### src/rtl/bis_pkg.sv
// Shared types and constants for the bilinear image scaler.
package bis_pkg;

  // Field and register widths.
  localparam int SRC_DIM_W  = 10;
  localparam int CHAN_W     = 3;
  localparam int STEP_W     = 24;
  localparam int COORD_W    = 12;
  localparam int SAMPLE_W   = 8;
  localparam int CIDX_W     = 2;
  localparam int CFG_IDX_W  = 2;
  localparam int CFG_DATA_W = 24;

  // Fixed-point layout: Q8.16 step, 16-bit fractions.
  localparam int FRAC_W  = 16;
  localparam int IPART_W = COORD_W + STEP_W - FRAC_W;

  // Shared multiply-accumulate unit widths.
  localparam int MAC_A_W = 24;
  localparam int MAC_B_W = FRAC_W + 1;
  localparam int ACC_W   = MAC_A_W + MAC_B_W;

  // One in Q.16, the full weight of a neighbor.
  localparam logic [MAC_B_W-1:0] Q_ONE = MAC_B_W'(1) << FRAC_W;

  // Default sizes of the frame store.
  localparam int MAX_WIDTH_DEF    = 512;
  localparam int MAX_HEIGHT_DEF   = 512;
  localparam int MAX_CHANNELS_DEF = 4;

  // Register reset values.
  localparam logic [SRC_DIM_W-1:0] SRC_WIDTH_RST  = SRC_DIM_W'(1);
  localparam logic [SRC_DIM_W-1:0] SRC_HEIGHT_RST = SRC_DIM_W'(1);
  localparam logic [CHAN_W-1:0]    CHAN_CNT_RST   = CHAN_W'(3);
  localparam logic [STEP_W-1:0]    INV_STEP_RST   = STEP_W'(65536);

  // Configuration register indexes.
  localparam logic [CFG_IDX_W-1:0] CFG_SOURCE_WIDTH  = 2'd0;
  localparam logic [CFG_IDX_W-1:0] CFG_SOURCE_HEIGHT = 2'd1;
  localparam logic [CFG_IDX_W-1:0] CFG_CHANNEL_COUNT = 2'd2;
  localparam logic [CFG_IDX_W-1:0] CFG_INVERSE_STEP  = 2'd3;

  // Input operation codes.
  localparam logic OP_LOAD    = 1'b0;
  localparam logic OP_REQUEST = 1'b1;

  // Control of the shared multiply-accumulate unit.
  typedef struct packed {
    logic en;   // update the accumulator this cycle
    logic clr;  // load the product instead of adding it
  } bis_mac_ctl_t;

endpackage

### src/rtl/bis_mac.sv
// Shared multiply-accumulate unit used for every product of the scaler.
module bis_mac (
  input  logic                          clk,
  input  bis_pkg::bis_mac_ctl_t         ctl,
  input  logic [bis_pkg::MAC_A_W-1:0]   op_a,
  input  logic [bis_pkg::MAC_B_W-1:0]   op_b,
  output logic [bis_pkg::ACC_W-1:0]     acc
);
  import bis_pkg::*;

  logic [ACC_W-1:0] prod;
  logic [ACC_W-1:0] acc_r;

  // Full-width product of the two operands.
  assign prod = ACC_W'(op_a) * ACC_W'(op_b);

  // Accumulator: load or add the product when enabled.
  always_ff @(posedge clk) begin
    if (ctl.en) begin
      acc_r <= ctl.clr ? prod : acc_r + prod;
    end
  end

  assign acc = acc_r;

endmodule

### config.mk
export PLATFORM = sky130hd
export DESIGN_NAME = bis_mac
export DESIGN_NICKNAME = d
export VERILOG_FILES = /design/src/rtl/bis_pkg.sv /design/src/rtl/bis_mac.sv
export SDC_FILE = /design/constraint.sdc
export NUM_CORES = 1
export LEC_CHECK = 0
export BUFFER_PORTS_ARGS = -buffer_cell sky130_fd_sc_hd__buf_2
export CORE_MARGIN = 2
export CORE_UTILIZATION = 65
export CTS_BUF_LIST = sky130_fd_sc_hd__clkbuf_2 sky130_fd_sc_hd__clkbuf_4 sky130_fd_sc_hd__clkbuf_8
export CTS_CLUSTER_DIAMETER = 40
export CTS_CLUSTER_SIZE = 25
export DETAILED_ROUTE_END_ITERATION = 12
export GPL_TIMING_DRIVEN = 0
export PLACE_DENSITY = 0.84
export SYNTH_ARGS = -nofsm -noshare
export SYNTH_HDL_FRONTEND = slang
export SYNTH_SLANG_ARGS = --single-unit
### constraint.sdc
create_clock -name clk -period 21.6 [get_ports clk]
set_input_delay 1.08 -clock clk [delete_from_list [all_inputs] [get_ports clk]]
set_output_delay 1.08 -clock clk [all_outputs]
set_load 0.05 [all_outputs]
==> results <==
- Clock tree synthesis inserted a total of 5 buffers.
- The worst path needs between 10 and 15 ns of the cycle, external delays included.
- The run finished with clean final reports.
- The hold path startpoint is acc[0].
- The main flop type after synthesis is edfxtp_1.
- For this design, the slowest cell found on the critical path is clkbuf_1.
- For this run, asynchronously set or reset flops after synthesis account for 0%.
- The number of cells traversed by the worst hold path is 2.
- For the final database, setup skew stands at between 0.01 and 0.015 ns.
- The first TritonRoute pass finished after 6 iterations.
- The via count of the first global-routing pass is between 10000 and 15000.
- The worst path required time is 21.68 ns.
- The relative max-transition margin is roughly 29%.
- Entering global routing, the biggest net connects 42 pins.
- The aggregate global-route resource usage is 34.6%.
- The number of DRC markers in iteration 0 is ~1100.
- Sequential cells were found to cover under 10% of the synthesized design area.
- The number of gates resized after CTS was 0.
- The hold violation count in the final report was 0.
- The routability congestion estimate is 0.961.
- The worst path uses a little under half of the clock period.
- The clock tree from TritonCTS is yes.
- Synthesis handed over a netlist of about 2000 instances.
- After detailed routing, the number of vias per cell comes to around 5.9.
- The number of sinks driven by the clock tree is 41.
- The most used standard cell by instance count after synthesis is inv_1.
- STA puts the critical path data arrival time at 10.22 ns.
- In this run the register-to-register setup slack is 17.62 ns.
- When the netlist entered floorplanning its net count stood at between 2000 and 2500.
- The register with the most flip-flops in the layout has 41 of them.
- The area growth from synthesis to final layout is 5.34%.
- In the synthesized netlist, the cells that appear most often are 434 x inv_1, 330 x fa_1, 321 x nand2_1.
- Setup repair after global routing left no endpoint under its margin.
- The count of final max-slew check failures is 0.
- The count of standard-cell rows is 58.
- Of all cell types, the one taking the most synthesized area is fa_1.
- In the final layout, the share of cells above drive strength 1 is between 5 and 6%.
- The setup TNS is 0 ns.
- For this design, the CTS-stage hold fixing added 0 buffers.
- The number of antenna violations at the first check in global routing is 1.
- The count of filler cells inserted in the layout is 2024.
- Pin placement for this block handled 85 I/O pins.
- The launching element type of the critical path is an input port.
- The yosys synthesis warning count is 0.
- The total overflow reported by the global router is 0.
- The startpoint identified for the worst register-to-register timing path is acc[0].
- For this run, design rule violations remaining after detail routing come to 0.
- The H-tree depth is 2.
- The repair_antennas step left the layout with diodes totalling 0.
- The clock latency on the worst-skew pair is between 0.3 and 0.4 ns.
- The synthesized design contains 41 enable-type register cells.
- Clock-pin slew was measured on the worst setup and hold paths at roughly 0.10 ns.
- Synthesis instantiated 67 different standard cells from the library.
- The final setup violation count is 0.
- The total routed wirelength is around 45000 µm.
- The number of synthesized register bits is 41.
- The tree is rooted in a clkbuf_8.
- The total setup buffers inserted after CTS is 0.
- The initial utilization of the core area, before any placement, comes to 66.4%.
- STA classifies the critical path endpoint as a flop.
- The class of the most critical setup path is input port to flop.
- The routed layout has approximately 14000 vias.
- The fraction of post-synthesis cell area in the top cell type by area is roughly 39%.
- The routed length per placed instance is 18.8 µm.
- The number of cells in the design after placement is about 2400.
- A synthesized cell averages around 8.6 µm².
- The floorplan step defined a core boundary enclosing ~25000 µm².
- At the end of the flow, the number of nets in the layout was around 2600.
- The longest clock path from root to sink contains 2 buffers.
- Along the worst path, the maximum fanout reaches 10.
- The overall die width is around 160 µm.
- Measured along the y axis, the die boundary spans between 150 and 200 µm.
- The classification of the worst-slack hold path is flop to flop.
- Ranked by total cell area, the synthesized netlist is headed by fa_1 39%, ha_1 12%, inv_1 9.7%.
- On the worst path, the slowest cell contributes a delay of 0.61 ns.
- Once layout is complete, the cells apart from fillers number ~2400.
- The cell area that synthesis handed to floorplanning was between 15000 and 20000 µm².
- In this run the critical register-to-register path is captured at acc[36].
- The first global-routing pass estimated around 72000 µm of wire.
- The remaining number of nets flagged by the antenna check after routing is 0.
- The count of port buffers added during placement is 75.
- Detailed placement finished with a half-perimeter wire length of between 30000 and 40000 µm.
- The end point of the worst hold path is acc[0].
- The die area is around 27000 µm².
- For the pin with the worst max-slew slack, the measured transition is between 1 and 1.5 ns.
- Max-cap violations in this run came to 0.
- The number of cells traversed by the worst register-to-register path is 12.
- For this run, the top clock speed supported by timing is a little under 100 MHz.
- The cell that appears most often on the critical path is fa_1.
## cell families after synthesis
kind of cell,count (synthesis),synth area share [%]
buffers and inverters,517,11.5
and+or+nand+nor,596,16.6
adders and majority gates,486,50.9
muxes,6,0.394
xor gates and xnor gates,66,3.44
DFF,41,7.32
AOI/OAI and AO/OA,253,9.81
## per-stage QoR
stage / worst slack [ns] / instance area [µm²] / hold WS (ns) / utilization [%]
after floorplan: 12.66 / 16800 / 1.06 / -
after global placement: 11.44 / 17600 / 0.743 / 69.5
after detailed placement: 11.38 / 17600 / 0.752 / 69.5
after CTS: 11.65 / 17700 / 0.777 / 69.9
after global routing: 11.10 / 17700 / 0.801 / 69.9
final: 11.45 / 17700 / 0.789 / 69.9
## worst max path at each step
stage | endpoint | slack (ns) | start | cells after the start
2_1_floorplan | acc[39] | 12.66 | op_a[14] | 35
3_3_place_gp | acc[37] | 11.44 | op_a[14] | 35
3_5_place_dp | acc[37] | 11.38 | op_a[14] | 35
4_1_cts | acc[37] | 11.65 | op_a[14] | 35
5_1_grt | acc[37] | 11.10 | op_a[14] | 35
6_report | acc[37] | 11.45 | op_a[14] | 35
## area by class of cell
type,instances,area (µm²),share of cell area [%]
multi-input cells,1407,13600,77.0
inverters,434,1630,9.20
flip-flops and latches,41,1230,6.95
well taps,330,413,2.33
repair buffers,75,375,2.12
plain buffers,83,313,1.77
clock buffers,6,76.3,0.431
clock inverters,2,33.8,0.191
## per-layer routing
layer	vias to the layer above	share of wire [%]	track usage [%]
met5	-	0	0
met4	0	5.1	16.1
met3	186	9.3	6.05
met2	756	48	57.2
met1	6972	37	44.5
li1	6190	-	-
## layout by cell type (no fill, tap or decap), types with 4 or more instances in the layout
cell type	n
inv_1	434
fa_1	330
nand2_1	321
ha_1	156
and2_1	148
clkbuf_1	82
a21oi_1	77
buf_2	76
o21ai_0	53
nor2_1	50
a21o_1	41
edfxtp_1	41
xnor2_1	39
xor2_1	27
nand3_1	14
nor2b_1	11
o211ai_1	10
nand2b_1	9
nand4_1	9
and3_1	8
o21bai_1	8
a31oi_1	7
nor3_1	7
or3_1	6
a211oi_1	6
mux2_2	5
clkbuf_8	5
o21a_1	4
## worst max-delay path: cells and delay by family
kind / cells / cell delay [ns]
AO/OA/AOI/OAI: 12 / 2.33
XOR/XNOR: 1 / 0.15
adder cells (fa/ha/maj): 8 / 3.89
buffers and inverters: 7 / 1.28
AND/OR/NAND/NOR: 7 / 1.51
Power is left out: the tool's default activity adds up to more than one toggle a clock period on the data nets, which glitch-free logic cannot reach.
